<file path="config.mk">
export PLATFORM = sky130hd
export DESIGN_NAME = ntc_thermostat_with_breathing_pwm_core_flat
export DESIGN_NICKNAME = d
export VERILOG_FILES = /design/src/hdl/ntcth_pkg.sv /design/src/hdl/ntcth_in_if.sv /design/src/hdl/ntcth_out_if.sv /design/src/hdl/ntcth_ram.sv /design/src/hdl/ntc_thermostat_with_breathing_pwm_core.sv /design/src/flat_wrapper.sv
export SDC_FILE = /design/constraint.sdc
export NUM_CORES = 1
export LEC_CHECK = 0
export ABC_AREA = 0
export BUFFER_PORTS_ARGS = -buffer_cell sky130_fd_sc_hd__buf_2
export CORE_MARGIN = 2
export CORE_UTILIZATION = 60
export DETAILED_ROUTE_END_ITERATION = 10
export PLACE_DENSITY = 0.79
export SETUP_SLACK_MARGIN = 0.3
export SLEW_MARGIN = 20
export SYNTH_ARGS = -nofsm -noshare
export SYNTH_HDL_FRONTEND = slang
export SYNTH_SLANG_ARGS = --single-unit
</file>
<file path="constraint.sdc">
create_clock -name clk -period 12.5 [get_ports clk]
set_clock_uncertainty 0.1 [all_clocks]
set_input_delay 1.25 -clock clk [delete_from_list [all_inputs] [get_ports clk]]
set_output_delay 1.25 -clock clk [all_outputs]
set_load 0.1 [all_outputs]
</file>
<file path="src/hdl/ntcth_pkg.sv">
package ntcth_pkg;

  localparam int TABLE_ENTRIES = 80;
  localparam int ADC_BITS      = 10;
  localparam int TABLE_STORED  = 80;
  localparam int TABLE_SCAN    = (TABLE_ENTRIES < TABLE_STORED) ? TABLE_ENTRIES : TABLE_STORED;

  localparam int OP_W       = 2;
  localparam int SAMPLE_W   = 10;
  localparam int RES_W      = 19;
  localparam int TEMP_W     = 7;
  localparam int DUTY_W     = 8;
  localparam int HYST_W     = 4;
  localparam int VOLT_W     = 9;
  localparam int TBL_W      = 14;
  localparam int TBL_IDX_W  = $clog2(TABLE_STORED);
  localparam int DIV_CNT_W  = $clog2(RES_W);
  localparam int CFG_IDX_W  = 2;
  localparam int CFG_DATA_W = 8;
  localparam int SCALE_W    = 10;
  localparam int VPROD_W    = ADC_BITS + 1 + VOLT_W;
  localparam int SPROD_W    = ADC_BITS + 4;

  localparam logic [CFG_IDX_W-1:0] CFG_PWM_PERIOD = CFG_IDX_W'(0);
  localparam logic [CFG_IDX_W-1:0] CFG_HYSTERESIS = CFG_IDX_W'(1);

  localparam logic [DUTY_W-1:0]  PERIOD_RESET = DUTY_W'(255);
  localparam logic [HYST_W-1:0]  HYST_RESET   = HYST_W'(2);
  localparam logic [DUTY_W-1:0]  DUTY_TOP     = '1;
  localparam logic [RES_W-1:0]   R_MAX        = '1;
  localparam logic [VOLT_W-1:0]  VOLT_FULL    = VOLT_W'(500);
  localparam logic [SCALE_W-1:0] R_SCALE      = SCALE_W'(1000);
  localparam logic [3:0]         SP_SCALE     = 4'd10;
  localparam logic [TEMP_W-1:0]  TEMP_NONE    = TEMP_W'(TABLE_ENTRIES);

  typedef enum logic [OP_W-1:0] {
    OP_NTC  = 2'd0,
    OP_POT  = 2'd1,
    OP_TICK = 2'd2,
    OP_NONE = 2'd3
  } op_t;

  typedef enum logic [2:0] {
    ST_IDLE,
    ST_LOAD,
    ST_EXEC,
    ST_VOLT,
    ST_NUM,
    ST_DIV,
    ST_SCAN,
    ST_DONE
  } fsm_t;

  typedef struct packed {
    logic [RES_W-1:0]  resistance;
    logic [TEMP_W-1:0] temp;
    logic [TEMP_W-1:0] setpoint;
    logic [DUTY_W-1:0] duty;
    logic              ramp_down;
    logic              ramp_enable;
    logic              alarm;
    logic              open;
  } ntc_state_t;

  localparam int STATE_W = $bits(ntc_state_t);

  localparam ntc_state_t STATE_RESET = '{
    resistance:  '0,
    temp:        '0,
    setpoint:    '0,
    duty:        '0,
    ramp_down:   1'b0,
    ramp_enable: 1'b1,
    alarm:       1'b0,
    open:        1'b0
  };

  // thermistor resistance per degree, 10 ohm units, descending
  localparam logic [TBL_W-1:0] RT_TABLE [TABLE_STORED] = '{
    14'd9712, 14'd9166, 14'd8654, 14'd8172, 14'd7722, 14'd7298, 14'd6900, 14'd6526,
    14'd6176, 14'd5534, 14'd5242, 14'd4966, 14'd4708, 14'd4464, 14'd4234, 14'd4016,
    14'd3812, 14'd3620, 14'd3438, 14'd3266, 14'd3104, 14'd2950, 14'd2806, 14'd2668,
    14'd2540, 14'd2418, 14'd2302, 14'd2192, 14'd2088, 14'd1990, 14'd1897, 14'd1809,
    14'd1726, 14'd1646, 14'd1571, 14'd1500, 14'd1432, 14'd1368, 14'd1307, 14'd1249,
    14'd1194, 14'd1142, 14'd1092, 14'd1045, 14'd1000, 14'd957,  14'd916,  14'd877,
    14'd840,  14'd805,  14'd772,  14'd740,  14'd709,  14'd680,  14'd653,  14'd626,
    14'd601,  14'd577,  14'd554,  14'd532,  14'd511,  14'd491,  14'd472,  14'd454,
    14'd436,  14'd420,  14'd404,  14'd388,  14'd374,  14'd360,  14'd346,  14'd334,
    14'd321,  14'd309,  14'd298,  14'd287,  14'd277,  14'd267,  14'd258,  14'd248
  };

endpackage

</file>
<file path="src/hdl/ntcth_in_if.sv">
interface ntcth_in_if;
  logic                              valid;
  logic                              ready;
  logic [ntcth_pkg::OP_W-1:0]        op;
  logic [ntcth_pkg::SAMPLE_W-1:0]    sample;

  modport source (output valid, output op, output sample, input ready);
  modport sink   (input valid, input op, input sample, output ready);
endinterface

</file>
<file path="src/hdl/ntcth_out_if.sv">
interface ntcth_out_if;
  logic                           valid;
  logic                           ready;
  logic                           alarm;
  logic [ntcth_pkg::DUTY_W-1:0]   duty;
  logic                           breathing;
  logic [ntcth_pkg::TEMP_W-1:0]   temperature;
  logic [ntcth_pkg::TEMP_W-1:0]   setpoint_out;
  logic [ntcth_pkg::RES_W-1:0]    resistance;
  logic                           sensor_open;

  modport source (output valid, output alarm, output duty, output breathing,
                  output temperature, output setpoint_out, output resistance,
                  output sensor_open, input ready);
  modport sink   (input valid, input alarm, input duty, input breathing,
                  input temperature, input setpoint_out, input resistance,
                  input sensor_open, output ready);
endinterface

</file>
<file path="src/hdl/ntcth_ram.sv">
module ntcth_ram #(
  parameter int WIDTH = 8,
  parameter int DEPTH = 2
) (
  input  logic                                          clk,
  input  logic                                          we,
  input  logic [((DEPTH > 1) ? $clog2(DEPTH) : 1)-1:0] waddr,
  input  logic [WIDTH-1:0]                              wdata,
  input  logic                                          re,
  input  logic [((DEPTH > 1) ? $clog2(DEPTH) : 1)-1:0] raddr,
  output logic [WIDTH-1:0]                              rdata
);

  logic [WIDTH-1:0] mem [DEPTH];

  always_ff @(posedge clk) begin
    if (we) begin
      mem[waddr] <= wdata;
    end
    if (re) begin
      rdata <= mem[raddr];
    end
  end

endmodule

</file>
<file path="src/hdl/ntc_thermostat_with_breathing_pwm_core.sv">
// ntc thermostat with breathing pwm lamp
// input channel in_ch carries one beat per item: op selects an ntc sample,
// a setpoint pot sample or a pwm ramp tick, and op 3 is a no-op; sample is the adc reading.
// every input beat gives exactly one result beat on out_ch with the alarm,
// duty, breathing, temperature, setpoint, resistance and open-sensor state
// as it stands after that item.
// cfg_we/cfg_index/cfg_wdata write pwm_period (index 0) and hysteresis
// (index 1); other indexes are dropped. write only while the block is idle.
// one item is in work at a time; the state word lives in a single-entry
// synchronous ram that is read, updated and written back per item.
// each item goes from idle to load; pot, tick and unused op then pass exec and done;
// an ntc sample passes volt, num, 19 bit-serial divider steps (skipped when the
// sensor is open) and 1..80 table compares, one entry a cycle, then done.
// a new input beat is taken as soon as the previous item is written to the
// output register, even while that result waits for out_ch.ready; a stalled
// output holds the next finished item in its done state until taken.
// synchronous reset: output empty, state reads as its reset value (breathing
// on, duty 0, alarm off), pwm_period 255, hysteresis 2.
module ntc_thermostat_with_breathing_pwm_core (
  input  logic                                 clk,
  input  logic                                 rst_n,
  ntcth_in_if.sink                             in_ch,
  ntcth_out_if.source                          out_ch,
  input  logic                                 cfg_we,
  input  logic [ntcth_pkg::CFG_IDX_W-1:0]      cfg_index,
  input  logic [ntcth_pkg::CFG_DATA_W-1:0]     cfg_wdata
);

  ntcth_pkg::fsm_t                         state_r, state_nxt;
  logic [ntcth_pkg::DUTY_W-1:0]            period_r;
  logic [ntcth_pkg::HYST_W-1:0]            hyst_r;
  logic                                    mem_valid_r, mem_valid_nxt;
  logic                                    out_valid_r, out_valid_nxt;

  ntcth_pkg::op_t                          op_r, op_nxt;
  logic [ntcth_pkg::ADC_BITS-1:0]          adc_r, adc_nxt;
  ntcth_pkg::ntc_state_t                   st_r, st_nxt;
  logic [ntcth_pkg::VOLT_W-1:0]            volt_r, volt_nxt;
  logic [ntcth_pkg::RES_W-1:0]             num_r, num_nxt;
  logic [ntcth_pkg::VOLT_W:0]              rem_r, rem_nxt;
  logic [ntcth_pkg::DIV_CNT_W-1:0]         div_cnt_r, div_cnt_nxt;
  logic [ntcth_pkg::TBL_IDX_W-1:0]         idx_r, idx_nxt;
  ntcth_pkg::ntc_state_t                   out_r, out_nxt;

  logic                                    ram_we;
  logic                                    ram_re;
  logic [ntcth_pkg::STATE_W-1:0]           ram_rdata;

  logic                                    in_fire;
  logic                                    out_load;
  logic [ntcth_pkg::ADC_BITS:0]            inv;
  logic [ntcth_pkg::VPROD_W-1:0]           vprod;
  logic [ntcth_pkg::VOLT_W-1:0]            vdiff;
  logic [ntcth_pkg::VOLT_W+ntcth_pkg::SCALE_W-1:0] nprod;
  logic [ntcth_pkg::VOLT_W:0]              rem_sh;
  logic                                    qbit;
  logic [ntcth_pkg::SPROD_W-1:0]           sprod;
  logic [ntcth_pkg::TEMP_W-1:0]            sp_new;
  logic [ntcth_pkg::TEMP_W:0]              sp_lim;
  logic                                    hit;

  assign in_ch.ready = (state_r == ntcth_pkg::ST_IDLE);
  assign in_fire     = in_ch.valid && in_ch.ready;
  assign out_load    = (state_r == ntcth_pkg::ST_DONE) && (!out_valid_r || out_ch.ready);
  assign ram_we      = out_load;
  assign ram_re      = in_fire;

  ntcth_ram #(
    .WIDTH (ntcth_pkg::STATE_W),
    .DEPTH (1)
  ) u_state_ram (
    .clk   (clk),
    .we    (ram_we),
    .waddr (1'b0),
    .wdata (st_r),
    .re    (ram_re),
    .raddr (1'b0),
    .rdata (ram_rdata)
  );

  // datapath arithmetic
  always_comb begin
    inv    = (ntcth_pkg::ADC_BITS+1)'(1 << ntcth_pkg::ADC_BITS) - {1'b0, adc_r};
    vprod  = ntcth_pkg::VPROD_W'(inv) * ntcth_pkg::VPROD_W'(ntcth_pkg::VOLT_FULL);
    vdiff  = ntcth_pkg::VOLT_FULL - volt_r;
    nprod  = (ntcth_pkg::VOLT_W+ntcth_pkg::SCALE_W)'(vdiff) *
             (ntcth_pkg::VOLT_W+ntcth_pkg::SCALE_W)'(ntcth_pkg::R_SCALE);
    rem_sh = {rem_r[ntcth_pkg::VOLT_W-1:0], num_r[ntcth_pkg::RES_W-1]};
    qbit   = (rem_sh >= {1'b0, volt_r});
    sprod  = ntcth_pkg::SPROD_W'(adc_r) * ntcth_pkg::SPROD_W'(ntcth_pkg::SP_SCALE);
    sp_new = ntcth_pkg::TEMP_W'(sprod >> (ntcth_pkg::ADC_BITS - 3));
    sp_lim = {1'b0, st_r.temp} + (ntcth_pkg::TEMP_W+1)'(hyst_r);
    hit    = (st_r.resistance >= ntcth_pkg::RES_W'(ntcth_pkg::RT_TABLE[idx_r]));
  end

  always_comb begin
    state_nxt     = state_r;
    mem_valid_nxt = mem_valid_r;
    out_valid_nxt = out_valid_r;
    op_nxt        = op_r;
    adc_nxt       = adc_r;
    st_nxt        = st_r;
    volt_nxt      = volt_r;
    num_nxt       = num_r;
    rem_nxt       = rem_r;
    div_cnt_nxt   = div_cnt_r;
    idx_nxt       = idx_r;
    out_nxt       = out_r;

    if (out_valid_r && out_ch.ready) begin
      out_valid_nxt = 1'b0;
    end

    unique case (state_r)
      ntcth_pkg::ST_IDLE: begin
        if (in_fire) begin
          op_nxt    = ntcth_pkg::op_t'(in_ch.op);
          adc_nxt   = ntcth_pkg::ADC_BITS'(in_ch.sample);
          state_nxt = ntcth_pkg::ST_LOAD;
        end
      end
      ntcth_pkg::ST_LOAD: begin
        st_nxt    = mem_valid_r ? ntcth_pkg::ntc_state_t'(ram_rdata) : ntcth_pkg::STATE_RESET;
        state_nxt = (op_r == ntcth_pkg::OP_NTC) ? ntcth_pkg::ST_VOLT : ntcth_pkg::ST_EXEC;
      end
      ntcth_pkg::ST_EXEC: begin
        unique case (op_r)
          ntcth_pkg::OP_POT: begin
            st_nxt.setpoint = sp_new;
            if (sp_lim <= {1'b0, sp_new}) begin
              st_nxt.alarm       = 1'b1;
              st_nxt.ramp_enable = 1'b0;
              st_nxt.duty        = period_r;
            end else if (st_r.temp > sp_new) begin
              st_nxt.alarm       = 1'b0;
              st_nxt.ramp_enable = 1'b1;
            end
          end
          ntcth_pkg::OP_TICK: begin
            if (st_r.ramp_enable) begin
              priority if (st_r.duty >= period_r) begin
                st_nxt.ramp_down = 1'b1;
              end else if (st_r.duty == '0) begin
                st_nxt.ramp_down = 1'b0;
              end
              if (st_nxt.ramp_down) begin
                if (st_r.duty != '0) begin
                  st_nxt.duty = st_r.duty - 1'b1;
                end
              end else if (st_r.duty != ntcth_pkg::DUTY_TOP) begin
                st_nxt.duty = st_r.duty + 1'b1;
              end
            end
          end
          ntcth_pkg::OP_NTC, ntcth_pkg::OP_NONE: begin
          end
        endcase
        state_nxt = ntcth_pkg::ST_DONE;
      end
      ntcth_pkg::ST_VOLT: begin
        volt_nxt  = ntcth_pkg::VOLT_W'(vprod >> ntcth_pkg::ADC_BITS);
        state_nxt = ntcth_pkg::ST_NUM;
      end
      ntcth_pkg::ST_NUM: begin
        idx_nxt = '0;
        if (volt_r == '0) begin
          st_nxt.resistance = ntcth_pkg::R_MAX;
          st_nxt.open       = 1'b1;
          state_nxt         = ntcth_pkg::ST_SCAN;
        end else begin
          num_nxt     = ntcth_pkg::RES_W'(nprod);
          rem_nxt     = '0;
          div_cnt_nxt = '0;
          state_nxt   = ntcth_pkg::ST_DIV;
        end
      end
      ntcth_pkg::ST_DIV: begin
        rem_nxt     = qbit ? (rem_sh - {1'b0, volt_r}) : rem_sh;
        num_nxt     = {num_r[ntcth_pkg::RES_W-2:0], qbit};
        div_cnt_nxt = div_cnt_r + 1'b1;
        if (div_cnt_r == ntcth_pkg::DIV_CNT_W'(ntcth_pkg::RES_W - 1)) begin
          st_nxt.resistance = {num_r[ntcth_pkg::RES_W-2:0], qbit};
          st_nxt.open       = 1'b0;
          state_nxt         = ntcth_pkg::ST_SCAN;
        end
      end
      ntcth_pkg::ST_SCAN: begin
        priority if (hit) begin
          st_nxt.temp = ntcth_pkg::TEMP_W'(idx_r);
          state_nxt   = ntcth_pkg::ST_DONE;
        end else if (idx_r == ntcth_pkg::TBL_IDX_W'(ntcth_pkg::TABLE_SCAN - 1)) begin
          st_nxt.temp = ntcth_pkg::TEMP_NONE;
          state_nxt   = ntcth_pkg::ST_DONE;
        end else begin
          idx_nxt = idx_r + 1'b1;
        end
      end
      ntcth_pkg::ST_DONE: begin
        if (out_load) begin
          out_nxt       = st_r;
          out_valid_nxt = 1'b1;
          mem_valid_nxt = 1'b1;
          state_nxt     = ntcth_pkg::ST_IDLE;
        end
      end
    endcase
  end

  always_ff @(posedge clk) begin
    if (!rst_n) begin
      state_r     <= ntcth_pkg::ST_IDLE;
      mem_valid_r <= 1'b0;
      out_valid_r <= 1'b0;
    end else begin
      state_r     <= state_nxt;
      mem_valid_r <= mem_valid_nxt;
      out_valid_r <= out_valid_nxt;
    end
  end

  always_ff @(posedge clk) begin
    if (!rst_n) begin
      period_r <= ntcth_pkg::PERIOD_RESET;
      hyst_r   <= ntcth_pkg::HYST_RESET;
    end else if (cfg_we) begin
      if (cfg_index == ntcth_pkg::CFG_PWM_PERIOD) begin
        period_r <= ntcth_pkg::DUTY_W'(cfg_wdata);
      end else if (cfg_index == ntcth_pkg::CFG_HYSTERESIS) begin
        hyst_r <= ntcth_pkg::HYST_W'(cfg_wdata);
      end
    end
  end

  always_ff @(posedge clk) begin
    op_r      <= op_nxt;
    adc_r     <= adc_nxt;
    st_r      <= st_nxt;
    volt_r    <= volt_nxt;
    num_r     <= num_nxt;
    rem_r     <= rem_nxt;
    div_cnt_r <= div_cnt_nxt;
    idx_r     <= idx_nxt;
    out_r     <= out_nxt;
  end

  assign out_ch.valid        = out_valid_r;
  assign out_ch.alarm        = out_r.alarm;
  assign out_ch.duty         = out_r.duty;
  assign out_ch.breathing    = out_r.ramp_enable;
  assign out_ch.temperature  = out_r.temp;
  assign out_ch.setpoint_out = out_r.setpoint;
  assign out_ch.resistance   = out_r.resistance;
  assign out_ch.sensor_open  = out_r.open;

  a_accept_loads: assert property (@(posedge clk) disable iff (!rst_n)
    in_fire |=> (state_r == ntcth_pkg::ST_LOAD))
    else $error("accepted beat did not start a state read");

  a_div_bound: assert property (@(posedge clk) disable iff (!rst_n)
    (state_r == ntcth_pkg::ST_DIV) |-> (div_cnt_r < ntcth_pkg::DIV_CNT_W'(ntcth_pkg::RES_W)))
    else $error("divider ran past its step count");

  a_scan_bound: assert property (@(posedge clk) disable iff (!rst_n)
    (state_r == ntcth_pkg::ST_SCAN) |->
      (idx_r < ntcth_pkg::TBL_IDX_W'(ntcth_pkg::TABLE_SCAN)))
    else $error("table scan index out of range");

  a_alarm_stops_ramp: assert property (@(posedge clk) disable iff (!rst_n)
    out_valid_r |-> (out_ch.alarm != out_ch.breathing))
    else $error("alarm and breathing both set or both clear");

endmodule

</file>
<file path="src/flat_wrapper.sv">
// flat-port wrapper written by rule: the top's interface ports become plain ports
module ntc_thermostat_with_breathing_pwm_core_flat 
  (clk, rst_n, cfg_we, cfg_index, cfg_wdata, in_ch_valid, in_ch_op, in_ch_sample, in_ch_ready, out_ch_valid, out_ch_alarm, out_ch_duty, out_ch_breathing, out_ch_temperature, out_ch_setpoint_out, out_ch_resistance, out_ch_sensor_open, out_ch_ready);
  ntcth_in_if in_ch_i ();
  ntcth_out_if out_ch_i ();
  input  logic clk;
  input  logic rst_n;
  input  logic cfg_we;
  input  logic [ntcth_pkg::CFG_IDX_W-1:0] cfg_index;
  input  logic [ntcth_pkg::CFG_DATA_W-1:0] cfg_wdata;
  input wire logic [$bits(in_ch_i.valid)-1:0] in_ch_valid;
  input wire logic [$bits(in_ch_i.op)-1:0] in_ch_op;
  input wire logic [$bits(in_ch_i.sample)-1:0] in_ch_sample;
  output wire logic [$bits(in_ch_i.ready)-1:0] in_ch_ready;
  output wire logic [$bits(out_ch_i.valid)-1:0] out_ch_valid;
  output wire logic [$bits(out_ch_i.alarm)-1:0] out_ch_alarm;
  output wire logic [$bits(out_ch_i.duty)-1:0] out_ch_duty;
  output wire logic [$bits(out_ch_i.breathing)-1:0] out_ch_breathing;
  output wire logic [$bits(out_ch_i.temperature)-1:0] out_ch_temperature;
  output wire logic [$bits(out_ch_i.setpoint_out)-1:0] out_ch_setpoint_out;
  output wire logic [$bits(out_ch_i.resistance)-1:0] out_ch_resistance;
  output wire logic [$bits(out_ch_i.sensor_open)-1:0] out_ch_sensor_open;
  input wire logic [$bits(out_ch_i.ready)-1:0] out_ch_ready;
  assign in_ch_i.valid = in_ch_valid;
  assign in_ch_i.op = in_ch_op;
  assign in_ch_i.sample = in_ch_sample;
  assign in_ch_ready = in_ch_i.ready;
  assign out_ch_valid = out_ch_i.valid;
  assign out_ch_alarm = out_ch_i.alarm;
  assign out_ch_duty = out_ch_i.duty;
  assign out_ch_breathing = out_ch_i.breathing;
  assign out_ch_temperature = out_ch_i.temperature;
  assign out_ch_setpoint_out = out_ch_i.setpoint_out;
  assign out_ch_resistance = out_ch_i.resistance;
  assign out_ch_sensor_open = out_ch_i.sensor_open;
  assign out_ch_i.ready = out_ch_ready;
  ntc_thermostat_with_breathing_pwm_core u_core (.clk(clk), .rst_n(rst_n), .in_ch(in_ch_i), .out_ch(out_ch_i), .cfg_we(cfg_we), .cfg_index(cfg_index), .cfg_wdata(cfg_wdata));
endmodule
</file>
# After elaboration in Yosys (flattened, before gate mapping)
# Memory sizes are Yosys's and may differ from the RTL's. A register that Yosys moved wholly into a read port is not among the register bits.
# Cells that the tools add are included.
[classes]
reduce_logical = 29
bitwise = 2
mul = 3
n_lt_le_gt_ge = 6
eq_ne = 30
add_sub_neg = 8
muxes = 52
[ops]
columns = ["cell", "n"]
rows = [
  ["$mux 19", 3],
  ["$pmux 19 s3", 1],
  ["$mux 45", 1],
  ["$pmux 19 s2", 1],
  ["$pmux 18 s2", 1],
  ["$mux 7", 5],
  ["$mux 8", 4],
  ["$mux 14", 2],
  ["$pmux 7 s2", 2],
  ["$mux 9", 3],
  ["$pmux 3 s8", 1],
  ["$ge 19x14->1", 1],
  ["$pmux 9 s2", 1],
  ["$mul 11x7->17 const B", 1],
  ["$mul 9x7->16 const B", 1],
  ["$pmux 8 s2", 1],
  ["$mux 3", 5],
  ["$reduce_and 3->1", 5],
  ["$mux 1", 14],
  ["$mul 10x3->13 const B", 1],
  ["$eq 3x3->1 const B", 4],
  ["$ne 2x2->1 const B", 6],
  ["$reduce_and 2->1", 6],
  ["$sub 11x10->11 const A", 1],
  ["other kinds (42)", 59],
]
[totals]
inputBits = 27
reg_bits = 167
word_cells = 159
mem_bits_rw = 45
n_memories = 2
mem_bits_ro = 1792
[memory_table]
columns = ["memory", "depth", "word_bits", "read_ports", "rd_ports_with_merged_regs", "wr", "line", "rtl"]
rows = [
  ["(name not given)", 128, 14, 1, 0, 0, "ntc_thermostat_with_breathing_pwm_core.sv:93", "hit = (st_r.resistance >= ntcth_pkg::RES_W'(ntcth_pkg::RT_TABLE[idx_r]));"],
  ["u_core.u_state_ram.mem", 1, 45, 1, 1, 1, "ntcth_ram.sv:14", "logic [WIDTH-1:0] mem [DEPTH];"],
]

# Longest topological paths before layout
# Gate-level depths: netlist of the first run.
[depth]
word_depth = 10
ltp_mapped = 21

# Cells and area by module
# From an unflattened synthesis of the first run, not the netlist that was laid out.
[unflattened]
hier_cells = 1435
area_unflattened_um2 = 16179.3
[by_module_without_submodules]
columns = ["mod", "seq_area_each_um2", "area_per_inst_um2", "cells_each", "n_inst"]
rows = [
  ["ntc_thermostat_with_breathing_pwm_core", 4844.6, 13476.7, 1345, 1],
  ["ntcth_ram", 2702.6, 2702.6, 90, 1],
]

# Least setup slack after synthesis of the first run
# No wires, ideal clock.
[synth_timing]
path_type = "register -> register"
start = "register u_core.adc_r[2] (netlist name)"
end = "register u_core.volt_r[6] (netlist name), data pin"
t_arrival_ns = 4.744
setup_slack_ns = 7.398
path_stages_with_launch = 18
setup_time_ns = 0.258
path_cell_list = "edfxtp_1 nor3_1 nand3_1 xnor2_1 inv_1 fa_1 fa_1 inv_1 fa_1 fa_1 inv_1 ha_1 and3_1 nand3_1 a41oi_1 o21ai_1 nor2b_1 xnor2_1"
[synth_between]
elab_chain_len = 2
[synth_lines]
columns = ["element", "line", "rtl"]
rows = [
  ["from (decl)", "ntc_thermostat_with_breathing_pwm_core.sv:36", "logic [ntcth_pkg::ADC_BITS-1:0] adc_r, adc_nxt;"],
  ["from (signal assigned)", "ntc_thermostat_with_breathing_pwm_core.sv:236", "adc_r <= adc_nxt;"],
  ["$sub 11x10->11", "ntc_thermostat_with_breathing_pwm_core.sv:83", "inv = (ntcth_pkg::ADC_BITS+1)'(1 << ntcth_pkg::ADC_BITS) - {1'b0, adc_r};"],
  ["$mul 11x7->17", "ntc_thermostat_with_breathing_pwm_core.sv:84", "vprod = ntcth_pkg::VPROD_W'(inv) * ntcth_pkg::VPROD_W'(ntcth_pkg::VOLT_FULL);"],
  ["named net u_core.vprod (one bit)", "ntc_thermostat_with_breathing_pwm_core.sv:52", "logic [ntcth_pkg::VPROD_W-1:0] vprod;"],
  ["to (signal assigned)", "ntc_thermostat_with_breathing_pwm_core.sv:238", "volt_r <= volt_nxt;"],
  ["to (decl)", "ntc_thermostat_with_breathing_pwm_core.sv:38", "logic [ntcth_pkg::VOLT_W-1:0] volt_r, volt_nxt;"],
]
# The timed path passes the listed nets, and every way through them passes these cells.
# A chain may end at the register's enable or synchronous reset.

# Worst setup path after layout of the first run
[layout_timing]
start = "register u_core.volt_r[0] (netlist name)"
end = "register u_core.num_r[18] (netlist name), data pin"
[layout_between]
elab_chain_len = 4
[layout_lines]
columns = ["element", "line", "rtl"]
rows = [
  ["$sub 9x9->9", "ntc_thermostat_with_breathing_pwm_core.sv:85", "vdiff = ntcth_pkg::VOLT_FULL - volt_r;"],
  ["$mul 9x7->16", "ntc_thermostat_with_breathing_pwm_core.sv:86", "nprod = (ntcth_pkg::VOLT_W+ntcth_pkg::SCALE_W)'(vdiff) *"],
  ["$mux 19", "ntc_thermostat_with_breathing_pwm_core.sv:166", "if (volt_r == '0) begin"],
  ["$pmux 19 s2", "ntc_thermostat_with_breathing_pwm_core.sv:114", "unique case (state_r)"],
  ["named net u_core.num_nxt (one bit)", "ntc_thermostat_with_breathing_pwm_core.sv:39", "logic [ntcth_pkg::RES_W-1:0] num_r, num_nxt;"],
  ["to (signal assigned)", "ntc_thermostat_with_breathing_pwm_core.sv:239", "num_r <= num_nxt;"],
  ["to (decl)", "ntc_thermostat_with_breathing_pwm_core.sv:39", ""],
]
# The timed path passes the listed nets, and every way through them passes these cells. The select of a mux whose other input is x is not followed.

==> results of run 1 <==
==> layout by cell type, fill, tap and decap left out, types with 51 or more instances in the layout <==
cell type and n:
nand2_1 130, inv_1 123, nor2_1 77, o21ai_0 52, ha_1 163, buf_2 72, a21oi_1 63, nand3_1 61
edfxtp_1 196, fa_1 51
==> sequential cells by signal, indices dropped and copies added, names as in the netlist, 8 cells and up <==
signal	flops
u_core.st_r	45
u_core.u_state_ram.mem	45
u_core.u_state_ram.rdata	45
u_core.num_r	19
u_core.adc_r	10
u_core.rem_r	9
u_core.volt_r	9
u_core.period_r	8
==> stage by stage <==
stage | worst slack [ns] | instances | hold slack [ns] | utilization [%] | area (um2)
CTS | 6.96 | 1765 | 0.320 | 65.6 | 16000
floorplan | 7.40 | 1408 | 0.300 | - | 14900
global placement | 7.14 | 1723 | 0.300 | 62.6 | 15200
detailed placement | 6.97 | 1723 | 0.305 | 62.6 | 15200
finish | 6.96 | 1765 | 0.319 | 65.6 | 16000
global route | 6.55 | 1765 | 0.326 | 65.6 | 16000
==> cell type report <==
class                      instances  share of cell area (%)
timing repair buffer              83                    2.77
multi-input combinational        972                    48.0
clock inverter                    12                   0.541
tap                              324                    2.54
sequential                       213                    39.0
clock buffer                      30                    4.04
inverter                         131                    3.08
==> worst register-to-register path, cell delays in order (launching register included) <==
cell,delay (ns)
edfxtp_1,0.54
inv_1,0.13
ha_1,0.26
o21a_1,0.21
or3_1,0.37
xnor2_2,0.20
xnor2_1,0.35
inv_1,0.09
ha_1,0.28
inv_1,0.05
fa_1,0.49
inv_1,0.05
fa_1,0.48
ha_1,0.31
ha_1,0.35
a21oi_1,0.23
o21ai_0,0.15
inv_1,0.11
o311ai_1,0.10
a21oi_1,0.19
xnor2_1,0.13
o21ai_1,0.07
==> routing by layer <==
layer,global-route usage [%],vias up,share of wire [%]
met1,33.8,5011,44
met3,3.90,76,6.5
met2,39.6,374,47
li1,-,5002,-
met4,8.48,0,3.2
met5,0,-,0
==> cell families after synthesis <==
group / share of synthesized area [%]
AOI/OAI and AO/OA: 12.0
and+or+nand+nor: 12.0
xor gates and xnor gates: 4.96
muxes: 1.90
DFF: 41.8
adders and majority gates: 20.6
buffers and inverters: 6.75
==> worst min-delay path by stage <==
stage | depth (start not counted) | slack (ns) | start | to
3_3_place_gp | 0 | 0.30 | u_core.st_r[0]$_DFFE_PP_ | u_core.u_state_ram.mem[0][0]$_DFFE_PP_
4_1_cts | 0 | 0.32 | u_core.st_r[0]$_DFFE_PP_ | u_core.u_state_ram.mem[0][0]$_DFFE_PP_
6_report | 0 | 0.32 | u_core.st_r[12]$_DFFE_PP_ | u_core.u_state_ram.mem[0][12]$_DFFE_PP_
3_5_place_dp | 0 | 0.31 | u_core.st_r[0]$_DFFE_PP_ | u_core.u_state_ram.mem[0][0]$_DFFE_PP_
2_1_floorplan | 0 | 0.30 | u_core.st_r[0]$_DFFE_PP_ | u_core.u_state_ram.mem[0][0]$_DFFE_PP_
5_1_grt | 0 | 0.33 | u_core.st_r[1]$_DFFE_PP_ | u_core.u_state_ram.mem[0][1]$_DFFE_PP_
==> metrics.md, run 1 <==
| Metric | Value |
|---|---|
| Routed Antenna Nets | `0` |
| Dominant cell type by area after synthesis | `edfxtp_1` |
| CP peak stage delay | `0.54 ns` |
| CP required | `12.62 ns` |
| Yosys top cell area share | `39.5%` |
| Synthesis Warnings | `0` |
| Period utilization | `44.3%` |
| CP Launch Point | `u_core.volt_r[0]$_DFFE_PN_` |
| Overflow after GRT | `0` |
| Tightest Pin Transition | `1.01 ns` |
| FF-to-FF Start | `u_core.volt_r[0]$_DFFE_PN_` |
| Number of global-route vias before repair | `10287` |
| Root Driver | `clkbuf_16` |
| Total CTS buffers | `23` |
| Chip Width | `162 um` |
| Post-DR vias/cell | `5.93` |
| Worst hold path class | `reg -> reg` |
| Post-Syn Area | `14900 um2` |
| H-tree depth | `1` |
| RSZ-0062 raised after global routing | `false` |
| # rows | `57` |
| Placer Congestion | `0.906` |
| Initial antenna violation count | `0` |
| Max cap viols | `0` |
| Yosys reg bits | `213` |
| CP Launch Type | `flop` |
| Synth Flop Type | `edfxtp_1` |
| P&R area growth vs syn | `7.24%` |
| Most frequent cell after synthesis | `edfxtp_1` |
| Crit Path Max Fanout | `8` |
| Synth cell types | `76` |
| Worst Path Arrival | `5.66 ns` |
| Clock-pin slew on the worst setup and hold paths | `0.06 ns` |
| CTS tree | `done` |
| Clock Latency Late Sink | `0.51 ns` |
| # setup viols final | `0` |
| Via Count | `10463` |
| Post-layout min period | `5.54 ns` |
| Slew HR | `32.5%` |
| Clock Sinks | `213` |
| Max clock buf depth | `3` |
| Post-synth EDFFs | `196` |
| Critical Path End Type | `flop` |
| Async SR Flop Fraction | `0%` |
| GRT Total Usage | `24.5%` |
| Cell count along the critical path | `21` |
| Max Slew Vio Count | `0` |
| Status | `finished clean` |
| Share of cells above drive strength 1 | `10.5%` |
| Fmax | `180 MHz` |
| Synth Area per Inst | `10.6 um2` |
| Crit path max-delay cell type | `edfxtp_1` |
| DRT Pass-1 Iters | `7` |
| DRC Markers | `0` |
| Worst Setup EP | `u_core.num_r[18]$_DFFE_PP_` |
| CP Cell Sequence | `inv_1 > ha_1 > o21a_1 > or3_1 > xnor2_2 > xnor2_1 > inv_1 > ha_1 > inv_1 > fa_1 > inv_1 > fa_1 > ha_1 > ha_1 > a21oi_1 > o21ai_0 > inv_1 > o311ai_1 > a21oi_1 > xnor2_1 > o21ai_1` |
| Die ar. | `26100 um2` |
| Commonest cells post-synth | `edfxtp_1 (196), ha_1 (163), nand2_1 (130), inv_1 (123), nor2_1 (78)` |
| Crit Path Category | `reg -> reg` |
| Chip height | `162 um` |
| Final net count | `1665` |
| Syn_nets | `1649` |
| Worst path buffer plus inverter count | `5` |
| Setup TNS | `0 ns` |
| WL/cell | `18.0 um` |
| Fin. Hold Viols | `0` |
| Worst R2R End | `u_core.num_r[18]$_DFFE_PP_` |
| Top Ports | `73` |
| # resized after CTS | `0` |
| Post-Route WL | `31700 um` |
| Dpl hpwl | `23200 um` |
| Multi-input logic area | `7670 um2` |
| CP delay by family, top | `adder cells` |
| Drt initial violations | `816` |
| Hold_buf cts | `0` |
| First-pass GRT wire length | `51800 um` |
| Port bufs | `72` |
| Core footprint | `24300 um2` |
| FF/Latch Area | `6230 um2` |
| Largest net degree at the start of global routing | `58` |
| Reg2reg path depth | `21` |
| Synth area leaders | `edfxtp_1 (40%), ha_1 (14%), fa_1 (6.9%)` |
| Diode count | `0` |
| R2R setup slack | `6.96 ns` |
| Fill count | `1870` |
| Cell mode on critical path | `inv_1` |
| Initial Utilization | `61.2%` |
| Register area share after synthesis | `41.8%` |
| Post-CTS setup buffers | `0` |
| Mapped Cells | `1408` |
Power of run 1 is not shown: default switching activity piles up to over one toggle a cycle in this logic, so the estimate is an artifact.
==> inputs of run 2 (changes only) <==
- clock period: 12.5 -> 5.4 ns (I/O delays scaled with it)
==> run 2 against run 1 <==
Against the previous run:
- count of clock-buffer cells in the layout is 2 higher
- utilization is 2.9 points higher
- critical path depth is 3 lower
- cell area is 4.4% higher
- hold slack worse by 0.22 ns
- critical path type unchanged
- highest routed layer unchanged
==> metrics.md, run 2 (synthesis gave the netlist of run 1 again) <==
| Metric | Value |
|---|---|
| Status | `finished clean` |
| Die ar. | `26100 um2 (unchanged)` |
| Post-Route WL | `34100 um (+7.6%)` |
| CP required | `5.55 ns (-7.07 ns)` |
| Initial antenna violation count | `0 (unchanged)` |
| Total CTS buffers | `24 (+4.3%)` |
| CP delay by family, top | `adder cells` |
| GRT Total Usage | `25.3% (+0.84 points)` |
| Period utilization | `92.7% (+48 points)` |
| Final net count | `1708 (+2.6%)` |
| Diode count | `0 (unchanged)` |
| Post-DR vias/cell | `6.01 (+1.3%)` |
| Core footprint | `24300 um2 (unchanged)` |
| Slew HR | `29.7% (-2.8 points)` |
| Dpl hpwl | `24100 um (+3.9%)` |
| RSZ-0062 raised after global routing | `false` |
| Hold_buf cts | `0 (unchanged)` |
| Setup TNS | `0 ns (unchanged)` |
| # setup viols final | `0 (unchanged)` |
| Top Ports | `73 (unchanged)` |
| CP Launch Type | `flop` |
| P&R area growth vs syn | `12.0%` |
| Fmax | `200 MHz (+11%)` |
| First-pass GRT wire length | `53200 um (+2.6%)` |
| Worst Path Arrival | `5.16 ns (-0.50 ns)` |
| Critical Path End Type | `flop` |
| Drt initial violations | `935 (+15%)` |
| Root Driver | `clkbuf_16` |
| Largest net degree at the start of global routing | `36 (-38%)` |
| Port bufs | `72 (unchanged)` |
| Clock-pin slew on the worst setup and hold paths | `0.06 ns (about the same)` |
| Crit path max-delay cell type | `fa_1` |
| Max Slew Vio Count | `0 (unchanged)` |
| Fin. Hold Viols | `0 (unchanged)` |
| Most frequent cells in the layout | `edfxtp_1 (196), ha_1 (159), nand2_1 (130), inv_1 (117), nor2_1 (76)` |
| Worst path buffer plus inverter count | `4 (-1)` |
| Dpl cells | `1742 (+1.1%)` |
| Hold slack | `0.0949 ns (-0.224 ns)` |
| Placer Congestion | `0.912 (+0.63%)` |
| CP peak stage delay | `0.56 ns (+0.02 ns)` |
| Cell mode on critical path | `fa_1` |
| Crit Path Category | `reg -> reg` |
| DRT Pass-1 Iters | `6 (-1)` |
| Top flop regs | `u_core.st_r x45, u_core.u_state_ram.mem x45, u_core.u_state_ram.rdata x45` |
| Commonest non-fill, non-tap cell in the layout | `edfxtp_1` |
| Max cap viols | `0 (unchanged)` |
| CP Cell Sequence | `inv_2 > ha_4 > nor3b_4 > xnor2_4 > buf_4 > fa_1 > fa_1 > inv_1 > fa_1 > fa_1 > inv_1 > ha_4 > a21o_1 > nand2_1 > a41oi_2 > o21ai_2 > a21boi_1 > xor2_1` |
| Tightest Pin Transition | `1.05 ns (+0.0423 ns)` |
| Chip height | `162 um (unchanged)` |
| Non-Filler Instances | `1808 (+2.4%)` |
| Routed Antenna Nets | `0 (unchanged)` |
| Initial Utilization | `61.2% (unchanged)` |
| DRC Markers | `0 (unchanged)` |
| # rows | `57 (unchanged)` |
| Number of global-route vias before repair | `10411 (+1.2%)` |
| Worst hold path class | `in -> reg` |
| Crit Path Max Fanout | `6 (-2)` |
| H-tree depth | `1 (unchanged)` |
| Overflow after GRT | `0 (unchanged)` |
| Post-layout min period | `5.01 ns (-0.533 ns)` |
| Max clock buf depth | `3 (unchanged)` |
| Share of cells above drive strength 1 | `15.9% (+5.4 points)` |
| Clock Sinks | `213 (unchanged)` |
| Via Count | `10858 (+3.8%)` |
| Chip Width | `162 um (unchanged)` |
| CTS tree | `done` |
| WL/cell | `18.9 um (+5.1%)` |
| Clock Latency Late Sink | `0.52 ns (about the same)` |
## run 2: final timing paths
| kind | slack, ns | cells after the start | end | from |
|---|---|---|---|---|
| max reg2reg | 0.39 | 18 | u_core.volt_r[7]$_DFFE_PN_ | u_core.adc_r[1]$_DFFE_PP_ |
| min | 0.09 | 1 | u_core.adc_r[2]$_DFFE_PP_ | in_ch_sample[2] |
| min reg2reg | 0.32 | 0 | u_core.u_state_ram.mem[0][12]$_DFFE_PP_ | u_core.st_r[12]$_DFFE_PP_ |
| max | 0.39 | 18 | u_core.volt_r[7]$_DFFE_PN_ | u_core.adc_r[1]$_DFFE_PP_ |
## run 2: repair_timing
action / in CTS / in global routing
endpoints found under the hold margin: 0 / 0
pin swaps: 0 / 19
resized for setup: 14 / 41
setup endpoints to repair: 10 / 12
setup buffers: 2 / 21
## run 2: per-layer routing
| metal | wire (um) | global-route usage [%] |
|---|---|---|
| met1 | 14500 | 34.5 |
| met2 | 16600 | 42.7 |
| met3 | 2000 | 3.21 |
| met4 | 1050 | 7.87 |
| met5 | 0 | 0 |
## run 2: worst reg2reg max path, stage by stage, from the launching register on
cell,delay (ns)
edfxtp_1,0.44
inv_2,0.12
ha_4,0.17
nor3b_4,0.30
xnor2_4,0.16
buf_4,0.17
fa_1,0.43
fa_1,0.51
inv_1,0.09
fa_1,0.50
fa_1,0.57
inv_1,0.07
ha_4,0.26
a21o_1,0.17
nand2_1,0.10
a41oi_2,0.15
o21ai_2,0.19
a21boi_1,0.09
xor2_1,0.14
## run 2: cell type report
cell class                      count  area (um2)
Multi-Input combinational cell    972        8000
Fill cell                        1673        7650
Sequential cell                   213        6230
Timing Repair Buffer              125         762
Clock buffer                       32         673
Inverter                          131         492
Tap cell                          324         405
Clock inverter                     11         116
## run 2: through the flow
step | worst slack (ns) | util, % | cell area [um2]
after floorplan | 0.312 | - | 14900
after global placement | 0.208 | 63.3 | 15400
after detailed placement | 0.0224 | 63.3 | 15400
after CTS | 0.293 | 66.9 | 16300
after global routing | 0.196 | 68.6 | 16700
final | 0.393 | 68.6 | 16700
Power of run 2 is left out for the same reason.
==> inputs of run 3 (changes only) <==
- CORE_ASPECT_RATIO: not set -> 1.1
==> run 3 against run 2 <==
Against the previous run:
- critical endpoint is now u_core.volt_r[6]$_DFFE_PN_
- die area barely moved
- critical path depth did not move
- count of clock-buffer cells in the layout did not move
- via count fell by 1.1%
- hold slack got worse by 0.0090 ns
- first-iteration DRC count fell by 1.7%
- sequential share of layout area rose by 0.079 points
- register-to-register slack got worse by 0.02 ns
- flip-flop and latch count did not move
- utilization fell by 0.37 points
==> metrics.md, run 3 (synthesis gave the netlist of run 1 again) <==
| Metric | Value |
|---|---|
| Top Ports | `73 (unchanged)` |
| Hold EP | `u_core.adc_r[0]$_DFFE_PP_` |
| P&R area growth vs syn | `11.8%` |
| Via Count | `10739 (-1.1%)` |
| Hold slack | `0.0859 ns (-0.00902 ns)` |
| CP Launch Point | `u_core.adc_r[1]$_DFFE_PP_` |
| Max clock buf depth | `3 (unchanged)` |
| CP peak stage delay | `0.56 ns (about the same)` |
| # rows | `60 (+5.3%)` |
| CP Launch Type | `flop` |
| Die ar. | `26100 um2 (about the same)` |
| Crit path max-delay cell type | `fa_1` |
| Post-layout min period | `5.03 ns (+0.0194 ns)` |
| Diode count | `0 (unchanged)` |
| Share of cells above drive strength 1 | `16.1% (+0.19 points)` |
| Cells on Worst Hold Path | `1 (unchanged)` |
| WL/cell | `18.9 um (+0.19%)` |
| # setup viols final | `0 (unchanged)` |
| R2R setup slack | `0.37 ns (-0.02 ns)` |
| Initial Utilization | `61.0% (-0.20 points)` |
| Hold_buf cts | `0 (unchanged)` |
| Chip Width | `154 um (-4.5%)` |
| Clock Latency Late Sink | `0.53 ns (about the same)` |
| CP required | `5.58 ns (+0.03 ns)` |
| Fmax | `199 MHz (-0.39%)` |
| Drt initial violations | `919 (-1.7%)` |
| CP Cell Sequence | `inv_2 > ha_4 > nand3b_1 > or3_4 > xor2_4 > ha_4 > inv_1 > fa_1 > fa_1 > fa_1 > inv_1 > ha_4 > and3_4 > nand3_4 > a41oi_4 > o21ai_2 > nor2b_4 > xnor2_1` |
| FF-to-FF Start | `u_core.adc_r[1]$_DFFE_PP_` |
| Number of global-route vias before repair | `10712 (+2.9%)` |
| Max cap viols | `0 (unchanged)` |
| Post-Route WL | `33800 um (-0.86%)` |
| Dpl hpwl | `24200 um (+0.59%)` |
| Root Driver | `clkbuf_16` |
| Core Util, Final | `68.2% (-0.37 points)` |
| Total CTS buffers | `24 (unchanged)` |
| Fin. Hold Viols | `0 (unchanged)` |
| DRT Pass-1 Iters | `5 (-1)` |
| Critical Path End Type | `flop` |
| Worst Path Arrival | `5.21 ns (+0.05 ns)` |
| Worst R2R End | `u_core.volt_r[6]$_DFFE_PN_` |
| Port bufs | `72 (unchanged)` |
| Setup WS pre-CTS | `-0.0369 ns (-0.0593 ns)` |
| Clock-pin slew on the worst setup and hold paths | `0.06 ns (about the same)` |
| Slew HR | `27.8% (-1.8 points)` |
| Worst hold path class | `in -> reg` |
| Commonest non-fill, non-tap cell in the layout | `edfxtp_1` |
| Final instance area | `16600 um2 (-0.21%)` |
| First-pass GRT wire length | `53800 um (+1.3%)` |
| Chip height | `169 um (+4.8%)` |
| Fin worst setup slack | `0.374 ns (-0.0194 ns)` |
| RSZ-0062 raised after global routing | `true` |
| Core footprint | `24400 um2 (+0.32%)` |
| Most frequent cells in the layout | `edfxtp_1 (196), ha_1 (156), nand2_1 (129), inv_1 (118), nor2_1 (76)` |
| Top flop regs | `u_core.st_r x45, u_core.u_state_ram.mem x45, u_core.u_state_ram.rdata x45` |
| Post-DP Area | `15400 um2 (-0.20%)` |
| Crit Path Category | `reg -> reg` |
| GRT Total Usage | `25.5% (+0.13 points)` |
| Reg2reg path depth | `18 (unchanged)` |
| Largest net degree at the start of global routing | `49 (+36%)` |
| Initial antenna violation count | `0 (unchanged)` |
| Post-DR vias/cell | `6.00 (about the same)` |
| Period utilization | `93.1% (+0.36 points)` |
| DRC Markers | `0 (unchanged)` |
| Status | `finished clean` |
| CTS tree | `done` |
| Clock Sinks | `213 (unchanged)` |
| Crit Path Max Fanout | `4 (-2)` |
| Worst hold start | `in_ch_sample[0]` |
| Overflow after GRT | `0 (unchanged)` |
| Tightest Pin Transition | `1.08 ns (+0.0265 ns)` |
| Placer Congestion | `0.945 (+3.7%)` |
| Max Slew Vio Count | `0 (unchanged)` |
| H-tree depth | `1 (unchanged)` |
| Final net count | `1702 (-0.35%)` |
| Routed Antenna Nets | `0 (unchanged)` |
-- run 3: layout make-up --
cell class              instances  area, um2
clock buffers                  32        661
repair buffers                119        713
flip-flops and latches        213       6230
multi-input cells             972       8050
well taps                     310        388
fillers                      1747       7760
inverters                     131        492
clock inverters                12        104
-- run 3: worst max path at each step --
stage / end / slack [ns]
finish: u_core.volt_r[6]$_DFFE_PN_ / 0.37
global route: u_core.volt_r[6]$_DFFE_PN_ / 0.16
CTS: u_core.volt_r[6]$_DFFE_PN_ / 0.27
detailed placement: u_core.volt_r[6]$_DFFE_PN_ / -0.04
global placement: u_core.volt_r[6]$_DFFE_PN_ / 0.12
floorplan: u_core.num_r[18]$_DFFE_PP_ / 0.31
-- run 3: metrics by stage --
| stage | cells | TNS, ns |
|---|---|---|
| floorplan | 1408 | 0 |
| global placement | 1726 | 0 |
| detailed placement | 1726 | -0.0585 |
| CTS | 1774 | 0 |
| global route | 1789 | 0 |
| finish | 1789 | 0 |
-- run 3: critical path, delay by kind of cell (launching register included) --
kind	cells	cell delay [ns]
and+or+nand+nor	5	1.08
xor gates and xnor gates	2	0.31
DFF	1	0.46
AOI/OAI and AO/OA	2	0.33
buffers and inverters	3	0.28
adders and majority gates	6	2.23
-- run 3: layer usage --
layer / vias to the layer above / part of all wire (%) / track usage (%)
li1: 5088 / - / -
met1: 5231 / 42 / 34.3
met2: 345 / 50 / 44.2
met3: 75 / 5.5 / 2.55
met4: 0 / 2.4 / 7.40
met5: - / 0 / 0
-- run 3: what timing repair did --
item / CTS / global route
cloned: 0 / 0
buffers inserted: 4 / 15
endpoints found under the setup margin: 8 / 12
resized for setup: 16 / 45
pin swaps: 3 / 30
Power of run 3 is left out for the same reason.
